File: src/rtl/base64_stream_decoder_unit_assert.svh
// Assertion macros shared by the base64 stream decoder RTL.
`ifndef BASE64_STREAM_DECODER_UNIT_ASSERT_SVH
`define BASE64_STREAM_DECODER_UNIT_ASSERT_SVH
`ifndef SYNTH
// Same-cycle implication, disabled during reset.
`define B64SD_ASSERT_NOW(label, clk, rst_n, ante, cons) \
    label: assert property (@(posedge clk) disable iff (!rst_n) (ante) |-> (cons)) \
        else $error("b64sd assertion failed");
// Next-cycle implication, disabled during reset.
`define B64SD_ASSERT_NEXT(label, clk, rst_n, ante, cons) \
    label: assert property (@(posedge clk) disable iff (!rst_n) (ante) |=> (cons)) \
        else $error("b64sd assertion failed");
`else
`define B64SD_ASSERT_NOW(label, clk, rst_n, ante, cons)
`define B64SD_ASSERT_NEXT(label, clk, rst_n, ante, cons)
`endif
`endif

File: src/rtl/b64sd_pkg.sv
// Types, constants and the character table of the base64 stream decoder.
`default_nettype none
package b64sd_pkg;

    localparam int COUNT_WIDTH      = 16;
    localparam int BYTE_COUNT_WIDTH = 16;

    localparam logic [7:0] CODE_SKIP    = 8'hFD;
    localparam logic [7:0] CODE_PAD     = 8'hFE;
    localparam logic [7:0] CODE_INVALID = 8'hFF;

    localparam logic [1:0] PAD_FULL = 2'd3;

    typedef enum logic [1:0] {
        STATUS_OK         = 2'd0,
        STATUS_BAD_CHAR   = 2'd1,
        STATUS_BAD_LENGTH = 2'd2
    } status_t;

    typedef struct packed {
        logic [7:0] text_char;
        logic       final_char;
    } text_beat_t;

    typedef struct packed {
        logic [7:0]                  data_byte;
        logic                        has_byte;
        status_t                     status;
        logic [BYTE_COUNT_WIDTH-1:0] byte_count;
        logic                        end_mark;
    } result_beat_t;

    // Map one character to its six-bit value or to a skip/pad/invalid code.
    function automatic logic [7:0] sextet_of(input logic [7:0] ch);
        logic [7:0] code;
        code = CODE_INVALID;
        if (ch >= "A" && ch <= "Z") begin
            code = ch - "A";
        end else if (ch >= "a" && ch <= "z") begin
            code = ch - "a" + 8'd26;
        end else if (ch >= "0" && ch <= "9") begin
            code = ch - "0" + 8'd52;
        end else if (ch == "+") begin
            code = 8'd62;
        end else if (ch == "/") begin
            code = 8'd63;
        end else if (ch == 8'h0D || ch == 8'h0A || ch == " ") begin
            code = CODE_SKIP;
        end else if (ch == "=") begin
            code = CODE_PAD;
        end
        return code;
    endfunction

endpackage
`default_nettype wire

File: src/rtl/base64_stream_decoder_unit.sv
// Streaming base64 decoder: one text character per beat in, decoded bytes out.
`default_nettype none
// One character is taken per cycle into an input register while text_stall
// is low; decode, pad tracking and the byte count are updated from that
// register in the same cycle, and a complete group of four sextets loads a
// result register that holds up to three bytes. The result port then delivers
// those bytes one beat per cycle while result_stall is low; characters that
// release no byte keep flowing at one per cycle meanwhile. CR, LF and space
// are skipped but still count toward the length check. The final character's
// beat carries status and total byte count on its last result (a byte-less
// result is made if needed), and then all decode state returns to its reset
// values. text_stall is raised in the same cycle when the held character
// releases a result and the result register cannot be freed; while its last
// byte is shown, that follows result_stall.
module base64_stream_decoder_unit
    import b64sd_pkg::*;
(
    input  wire logic         clk,
    input  wire logic         rst_n,
    input  wire logic         text_valid,
    output logic              text_stall,
    input  wire text_beat_t   text,
    output logic              result_valid,
    input  wire logic         result_stall,
    output result_beat_t      result
);

    localparam logic [COUNT_WIDTH:0] CountMax = {1'b0, {COUNT_WIDTH{1'b1}}};
    localparam int ExtW = (COUNT_WIDTH > BYTE_COUNT_WIDTH) ? COUNT_WIDTH : BYTE_COUNT_WIDTH;
    localparam logic [BYTE_COUNT_WIDTH-1:0] ShownMax = {BYTE_COUNT_WIDTH{1'b1}};

    typedef struct packed {
        logic [23:0]                 bytes;
        logic                        has_byte;
        logic [1:0]                  last;
        status_t                     status;
        logic [BYTE_COUNT_WIDTH-1:0] byte_count;
        logic                        end_mark;
    } group_t;

    // input register
    logic       ir_valid_reg;
    text_beat_t ir_reg;

    // decode state
    logic [23:0]            acc_reg,   acc_next;
    logic [1:0]             cnt_reg,   cnt_next;
    logic [1:0]             pad_reg,   pad_next;
    logic [1:0]             raw_reg,   raw_next;
    logic                   err_reg,   err_next;
    logic [COUNT_WIDTH-1:0] bytes_reg, bytes_next;

    // result register
    logic       grp_valid_reg, grp_valid_next;
    group_t     grp_reg;
    logic [1:0] idx_reg,       idx_next;

    logic [7:0]             code;
    logic [5:0]             sext;
    logic [23:0]            acc_shift;
    logic [1:0]             nbytes;
    logic                   emit;
    logic [COUNT_WIDTH:0]   sum;
    logic [COUNT_WIDTH-1:0] bytes_upd;
    logic [ExtW-1:0]        bytes_ext;
    group_t                 grp_new;
    logic                   at_last;
    logic                   take;
    logic                   grp_free;
    logic                   advance;
    logic                   grp_load;
    logic [7:0]             sel_byte;

    always_comb
    begin
        code      = sextet_of(ir_reg.text_char);
        sext      = code[5:0];
        acc_shift = acc_reg;
        nbytes    = 2'd0;
        acc_next  = acc_reg;
        cnt_next  = cnt_reg;
        pad_next  = pad_reg;
        err_next  = err_reg;
        raw_next  = raw_reg + 2'd1;
        if (!err_reg) begin
            if (code == CODE_INVALID) begin
                err_next = 1'b1;
            end else if (code != CODE_SKIP) begin
                if (code == CODE_PAD) begin
                    sext = 6'd0;
                    if (pad_reg != 2'd0) begin
                        pad_next = pad_reg - 2'd1;
                    end
                end
                acc_shift = {acc_reg[17:0], sext};
                acc_next  = acc_shift;
                cnt_next  = cnt_reg + 2'd1;
                if (cnt_reg == 2'd3) begin
                    case (pad_next)
                        2'd3:    nbytes = 2'd3;
                        2'd2:    nbytes = 2'd2;
                        default: nbytes = 2'd1;
                    endcase
                    acc_next = 24'd0;
                end
            end
        end

        // saturating byte count
        sum = {1'b0, bytes_reg} + {{(COUNT_WIDTH - 1){1'b0}}, nbytes};
        if (sum > CountMax) begin
            bytes_upd = CountMax[COUNT_WIDTH-1:0];
        end else begin
            bytes_upd = sum[COUNT_WIDTH-1:0];
        end
        bytes_next = bytes_upd;
        bytes_ext  = ExtW'(bytes_upd);

        emit = (nbytes != 2'd0) || ir_reg.final_char;

        grp_new.bytes      = acc_shift;
        grp_new.has_byte   = (nbytes != 2'd0);
        grp_new.last       = (nbytes == 2'd0) ? 2'd0 : nbytes - 2'd1;
        grp_new.end_mark   = ir_reg.final_char;
        grp_new.status     = STATUS_OK;
        grp_new.byte_count = '0;
        if (ir_reg.final_char) begin
            if (raw_next != 2'd0) begin
                grp_new.status = STATUS_BAD_LENGTH;
            end else if (err_next) begin
                grp_new.status = STATUS_BAD_CHAR;
            end
            if (bytes_ext > ExtW'(ShownMax)) begin
                grp_new.byte_count = ShownMax;
            end else begin
                grp_new.byte_count = bytes_ext[BYTE_COUNT_WIDTH-1:0];
            end
            // end of text: drop all decode state
            acc_next   = 24'd0;
            cnt_next   = 2'd0;
            pad_next   = PAD_FULL;
            raw_next   = 2'd0;
            err_next   = 1'b0;
            bytes_next = '0;
        end
    end

    // handshake and result sequencing
    always_comb
    begin
        at_last  = (idx_reg == grp_reg.last);
        take     = grp_valid_reg && !result_stall;
        grp_free = !grp_valid_reg || (take && at_last);
        advance  = ir_valid_reg && (!emit || grp_free);
        grp_load = ir_valid_reg && emit && grp_free;

        text_stall = ir_valid_reg && !advance;

        grp_valid_next = grp_valid_reg;
        idx_next       = idx_reg;
        if (grp_load) begin
            grp_valid_next = 1'b1;
            idx_next       = 2'd0;
        end else if (take && at_last) begin
            grp_valid_next = 1'b0;
        end else if (take) begin
            idx_next = idx_reg + 2'd1;
        end

        case (idx_reg)
            2'd0:    sel_byte = grp_reg.bytes[23:16];
            2'd1:    sel_byte = grp_reg.bytes[15:8];
            default: sel_byte = grp_reg.bytes[7:0];
        endcase

        result_valid      = grp_valid_reg;
        result.data_byte  = grp_reg.has_byte ? sel_byte : 8'd0;
        result.has_byte   = grp_reg.has_byte;
        result.status     = at_last ? grp_reg.status : STATUS_OK;
        result.byte_count = at_last ? grp_reg.byte_count : '0;
        result.end_mark   = at_last && grp_reg.end_mark;
    end

    always_ff @(posedge clk or negedge rst_n)
    begin
        if (!rst_n) begin
            ir_valid_reg  <= 1'b0;
            acc_reg       <= 24'd0;
            cnt_reg       <= 2'd0;
            pad_reg       <= PAD_FULL;
            raw_reg       <= 2'd0;
            err_reg       <= 1'b0;
            bytes_reg     <= '0;
            grp_valid_reg <= 1'b0;
            idx_reg       <= 2'd0;
        end else begin
            if (!ir_valid_reg || advance) begin
                ir_valid_reg <= text_valid;
            end
            if (advance) begin
                acc_reg   <= acc_next;
                cnt_reg   <= cnt_next;
                pad_reg   <= pad_next;
                raw_reg   <= raw_next;
                err_reg   <= err_next;
                bytes_reg <= bytes_next;
            end
            grp_valid_reg <= grp_valid_next;
            idx_reg       <= idx_next;
        end
    end

    // payload registers, no reset
    always_ff @(posedge clk)
    begin
        if ((!ir_valid_reg || advance) && text_valid) begin
            ir_reg <= text;
        end
        if (grp_load) begin
            grp_reg <= grp_new;
        end
    end

`include "base64_stream_decoder_unit_assert.svh"

    `B64SD_ASSERT_NOW(a_idx_in_group, clk, rst_n, grp_valid_reg, idx_reg <= grp_reg.last)
    `B64SD_ASSERT_NEXT(a_idx_steps, clk, rst_n, take && !at_last, grp_valid_reg && idx_reg == $past(idx_reg) + 2'd1)
    `B64SD_ASSERT_NOW(a_no_stall_empty, clk, rst_n, !ir_valid_reg, !text_stall)
    `B64SD_ASSERT_NEXT(a_final_clears, clk, rst_n, advance && ir_reg.final_char, cnt_reg == 2'd0 && pad_reg == PAD_FULL && !err_reg && raw_reg == 2'd0)

endmodule
`default_nettype wire
File: config.mk
export PLATFORM = sky130hd
export DESIGN_NAME = base64_stream_decoder_unit
export DESIGN_NICKNAME = d
export VERILOG_FILES = /design/src/rtl/b64sd_pkg.sv /design/src/rtl/base64_stream_decoder_unit.sv
export VERILOG_INCLUDE_DIRS = /design/src /design/src/rtl
export SDC_FILE = /design/constraint.sdc
export NUM_CORES = 1
export LEC_CHECK = 0
export BUFFER_PORTS_ARGS = -buffer_cell sky130_fd_sc_hd__buf_2
export CORE_MARGIN = 2
export CORE_UTILIZATION = 45
export CTS_CLUSTER_SIZE = 28
export DETAILED_ROUTE_END_ITERATION = 7
export GPL_TIMING_DRIVEN = 0
export PLACE_DENSITY_LB_ADDON = 0.2
export SYNTH_ARGS = -nofsm -noshare
export SYNTH_HDL_FRONTEND = slang
export SYNTH_SLANG_ARGS = --single-unit
export TNS_END_PERCENT = 100
File: constraint.sdc
create_clock -name clk -period 6.5 [get_ports clk]
set_input_delay 0 -clock clk [delete_from_list [all_inputs] [get_ports clk]]
set_output_delay 0 -clock clk [all_outputs]
set_load 0.03 [all_outputs]
==> qor.log <==
[outcome] outcome completed
[timing] number of pins exceeding their max-slew limit in the final report 0
[floorplanning] number of rows in the core area 41
[logic_synthesis] Post-synth EDFFs 55
[clock_network] CTS H-tree lvls 3
[floorplanning] Floorplan Core Area 12700 sq um
[min_path] Min-Delay Path Class primary input to flip-flop
[drt] count of unresolved DRC violations after routing 0
[timing] number of hold violations in the final report 0
[floorplanning] die height 118 microns
[timing] Final min period 4760 ps
[place] Place WS 1840 ps
[logic_synthesis] syn avg cell area 9.65 sq um
[place] Final Wtd Congestion 0.871
[critical_path] Critical Path End Type flip-flop
[grt] Total Routing Usage GR 21.4%
[finish] number of flip-flops under the largest register name 45
[grt] Remaining Overflow, GRT 0
[floorplanning] width of the chip 118 microns
[clock_network] TritonCTS clock tree built
[grt] met2 track utilization from global routing 32.6%
[finish] net total in the final layout 705
[logic_synthesis] register area share after synthesis 49.7%
[clock_network] maximum buffer depth of the clock tree 2
[timing] total negative setup slack 0 ps
[critical_path] Startpoint Class flip-flop
[critical_path] worst-path maximum fanout 10
[grt] Global Route met3 Usage 3.09%
[logic_synthesis] warning count from the yosys run 0
[logic_synthesis] ys flop type sky130_fd_sc_hd__edfxtp_1
[grt] wire length of the first global-routing pass 23.9 mm
[clock_network] number of setup buffers added after CTS 0
[drt] number of vias per cell 5.59
[grt] pin count of the biggest net entering global routing 52
[floorplanning] I/O pin total 43
[grt] number of global-route vias before repair 4589
[run] reported max-cap violation count 0
[logic_synthesis] number of distinct library cells after synthesis 69
[drt] Pre-Repair DR Iteration Count 5
[power_and_ir_drop] PnR Total Power 2.55 mW
[drt] vias after detailed routing 4777
[timing] maximum clock frequency 0.210 GHz
[place] final HPWL from detailed placement 10.3 mm
[power_and_ir_drop] static leakage power 2.92 nW
[power_and_ir_drop] power density cells 375 nW/um^2
[floorplanning] initial cell density of the core 46.3%
[grt] number of antenna violations at the first check in global routing 0
[timing] headroom to the max-slew limit 16.4%
[grt] Global Route met1 Usage 30.9%
[floorplanning] Total Die Area 14000 sq um
[timing] worst setup skew after layout 7.34 ps
[timing] final cycle utilization of the critical path 73.3%
[clock_network] CTS Root Cell sky130_fd_sc_hd__clkbuf_16
[drt] count of nets left with antenna violations after detail routing 0
[timing] final-layout worst hold slack 345 ps
[clock_network] Num CTS Buffers 9
[power_and_ir_drop] Max VDD drop 0.174 mV
[logic_synthesis] number of standard cells after synthesis 611
[drt] routed len/inst 16.7 microns
[logic_synthesis] synthesized netlist net count 639
[critical_path] required time of the critical path 6610 ps
[timing] crit path setup slack, layout 1740 ps
[grt] GRT busiest layer met2
[finish] area growth from synthesis to layout 15.4%
[logic_synthesis] Post-Syn Area 5900 sq um
[logic_synthesis] fraction of synthesis flops using an asynchronous set or reset pin 48.1%
[critical_path] data arrival time at the worst-slack endpoint 4880 ps
[clock_network] CTS clk-pin slew, worst paths 70 ps
[place] count of buffers inserted at the top-level ports 42
[finish] fraction of final layout cells with drive strength greater than 1 16.9%
[finish] utilization of the core after routing 53.5%
[drt] Detailed Route Iter0 Violations 382
[critical_path] path type of the worst setup path flip-flop to flip-flop
[logic_synthesis] synthesized flop and latch total 106
[drt] Total Wirelength 14.3 mm
[timing] unrepaired setup endpoints after global routing false
[timing] final setup violation count 0
[timing] Worst Max-Slew Pin Slew 1250 ps
[clock_network] CTS sink count 106
[finish] number of antenna repair diodes 0
[clock_network] clock latency at the later pin of the worst-skew pair 360 ps
## cells in the mapped netlist (4+ instances only)
cell type | instances | area (sq um)
sky130_fd_sc_hd__inv_1 | 17 | 63.8
sky130_fd_sc_hd__xnor2_1 | 10 | 87.6
sky130_fd_sc_hd__o21ai_0 | 37 | 185
sky130_fd_sc_hd__buf_4 | 5 | 37.5
sky130_fd_sc_hd__nand4_1 | 5 | 31.3
sky130_fd_sc_hd__nand3_1 | 14 | 70.1
sky130_fd_sc_hd__a22oi_1 | 9 | 67.6
sky130_fd_sc_hd__and4_1 | 5 | 43.8
sky130_fd_sc_hd__a31oi_1 | 7 | 43.8
sky130_fd_sc_hd__o21ai_1 | 7 | 35.0
sky130_fd_sc_hd__xor2_1 | 4 | 35.0
sky130_fd_sc_hd__nand2_1 | 140 | 526
sky130_fd_sc_hd__clkbuf_1 | 13 | 48.8
sky130_fd_sc_hd__and3_1 | 34 | 213
sky130_fd_sc_hd__ha_1 | 15 | 188
sky130_fd_sc_hd__edfxtp_1 | 55 | 1650
sky130_fd_sc_hd__nor3_1 | 9 | 45.0
sky130_fd_sc_hd__nor2_1 | 21 | 78.8
sky130_fd_sc_hd__a21boi_0 | 9 | 67.6
sky130_fd_sc_hd__a21o_1 | 6 | 45.0
sky130_fd_sc_hd__o31ai_1 | 5 | 37.5
sky130_fd_sc_hd__a21oi_1 | 42 | 210
sky130_fd_sc_hd__buf_2 | 15 | 75.1
sky130_fd_sc_hd__o211ai_1 | 4 | 30.0
sky130_fd_sc_hd__dfrtp_1 | 49 | 1230
sky130_fd_sc_hd__nor2b_1 | 7 | 43.8
## worst max-delay path, cell delays in order (launching register included)
cell and delay [ps]:
sky130_fd_sc_hd__edfxtp_1 570, sky130_fd_sc_hd__inv_1 130, sky130_fd_sc_hd__ha_1 300, sky130_fd_sc_hd__nand2b_1 190, sky130_fd_sc_hd__a22o_1 230, sky130_fd_sc_hd__nand2_1 250
sky130_fd_sc_hd__o2111ai_2 300, sky130_fd_sc_hd__nor2_1 270, sky130_fd_sc_hd__nand2_1 230, sky130_fd_sc_hd__xor2_1 210, sky130_fd_sc_hd__a21oi_1 160, sky130_fd_sc_hd__ha_1 290
sky130_fd_sc_hd__and3_1 260, sky130_fd_sc_hd__o221ai_2 150, sky130_fd_sc_hd__a31oi_4 220, sky130_fd_sc_hd__and2_4 210, sky130_fd_sc_hd__buf_6 140, sky130_fd_sc_hd__a21oi_1 70
sky130_fd_sc_hd__nor3_1 340
## final timing paths
path                       startpoint          end  slack (ps)  depth (start not counted)
max                         ir_reg[1]  grp_reg[16]        1740                         18
min                           text[6]    ir_reg[6]         340                          2
max reg2reg                 ir_reg[1]  grp_reg[16]        1740                         18
min reg2reg                grp_new[0]   grp_reg[0]         450                          0
max in group asynchronous       rst_n   idx_reg[1]        5290                          2
min in group asynchronous       rst_n  acc_reg[16]         440                          2
## routing by layer
metal / share of wire [%] / vias to the layer above
met3: 4.0 / 16
li1: - / 2338
met1: 49 / 2301
met2: 45 / 122
met5: 0 / -
met4: 1.8 / 0
## area by class of cell
cell class | instances | area, sq um
flip-flops and latches | 106 | 2930
plain buffers | 38 | 204
clock inverters | 5 | 82.6
clock buffers | 11 | 253
well taps | 172 | 215
multi-input cells | 450 | 2710
fillers | 1202 | 5920
inverters | 17 | 63.8
repair buffers | 55 | 350
## metrics by stage
| step | instances | cell area [sq um] |
|---|---|---|
| after floorplan | 611 | 5900 |
| after global placement | 825 | 6320 |
| after detailed placement | 826 | 6350 |
| after CTS | 854 | 6800 |
| after global routing | 854 | 6800 |
| final | 854 | 6800 |
## cells by family (layout without fill, tap and decap cells)
group                      Yosys count  count (layout)  share of synthesized area [%]
AOI/OAI and AO/OA                  167             167                           19.7
muxes                                1               1                          0.170
buffers and inverters               55             126                           4.54
adders and majority gates           15              15                           3.18
and+or+nand+nor                    253             253                           20.6
xor gates and xnor gates            14              14                           2.08
DFF                                106             106                           49.7
## cell usage in the layout (no fill, tap or decap), types with 14 or more instances in the layout
master,netlist,final
sky130_fd_sc_hd__inv_1,17,17
sky130_fd_sc_hd__o21ai_0,37,37
sky130_fd_sc_hd__nor2_1,21,20
sky130_fd_sc_hd__dfrtp_1,49,49
sky130_fd_sc_hd__nand2_1,140,140
sky130_fd_sc_hd__edfxtp_1,55,55
sky130_fd_sc_hd__a21oi_1,42,42
sky130_fd_sc_hd__ha_1,15,15
sky130_fd_sc_hd__buf_2,15,57
sky130_fd_sc_hd__and3_1,34,34
sky130_fd_sc_hd__nand3_1,14,14
## where the power goes
group | internal, mW | total (mW) | switching, mW
sequential | 0.892 | 1.00 | 0.112
clock | 0.361 | 0.613 | 0.252
combinational | 0.297 | 0.936 | 0.639
## timing repair
| item | in CTS | in global routing |
|---|---|---|
| endpoints found under the hold margin | 60 | 0 |
| hold buffers | 12 | 0 |
| resized for setup | 0 | 0 |
Power figures use the tool's default switching activity.
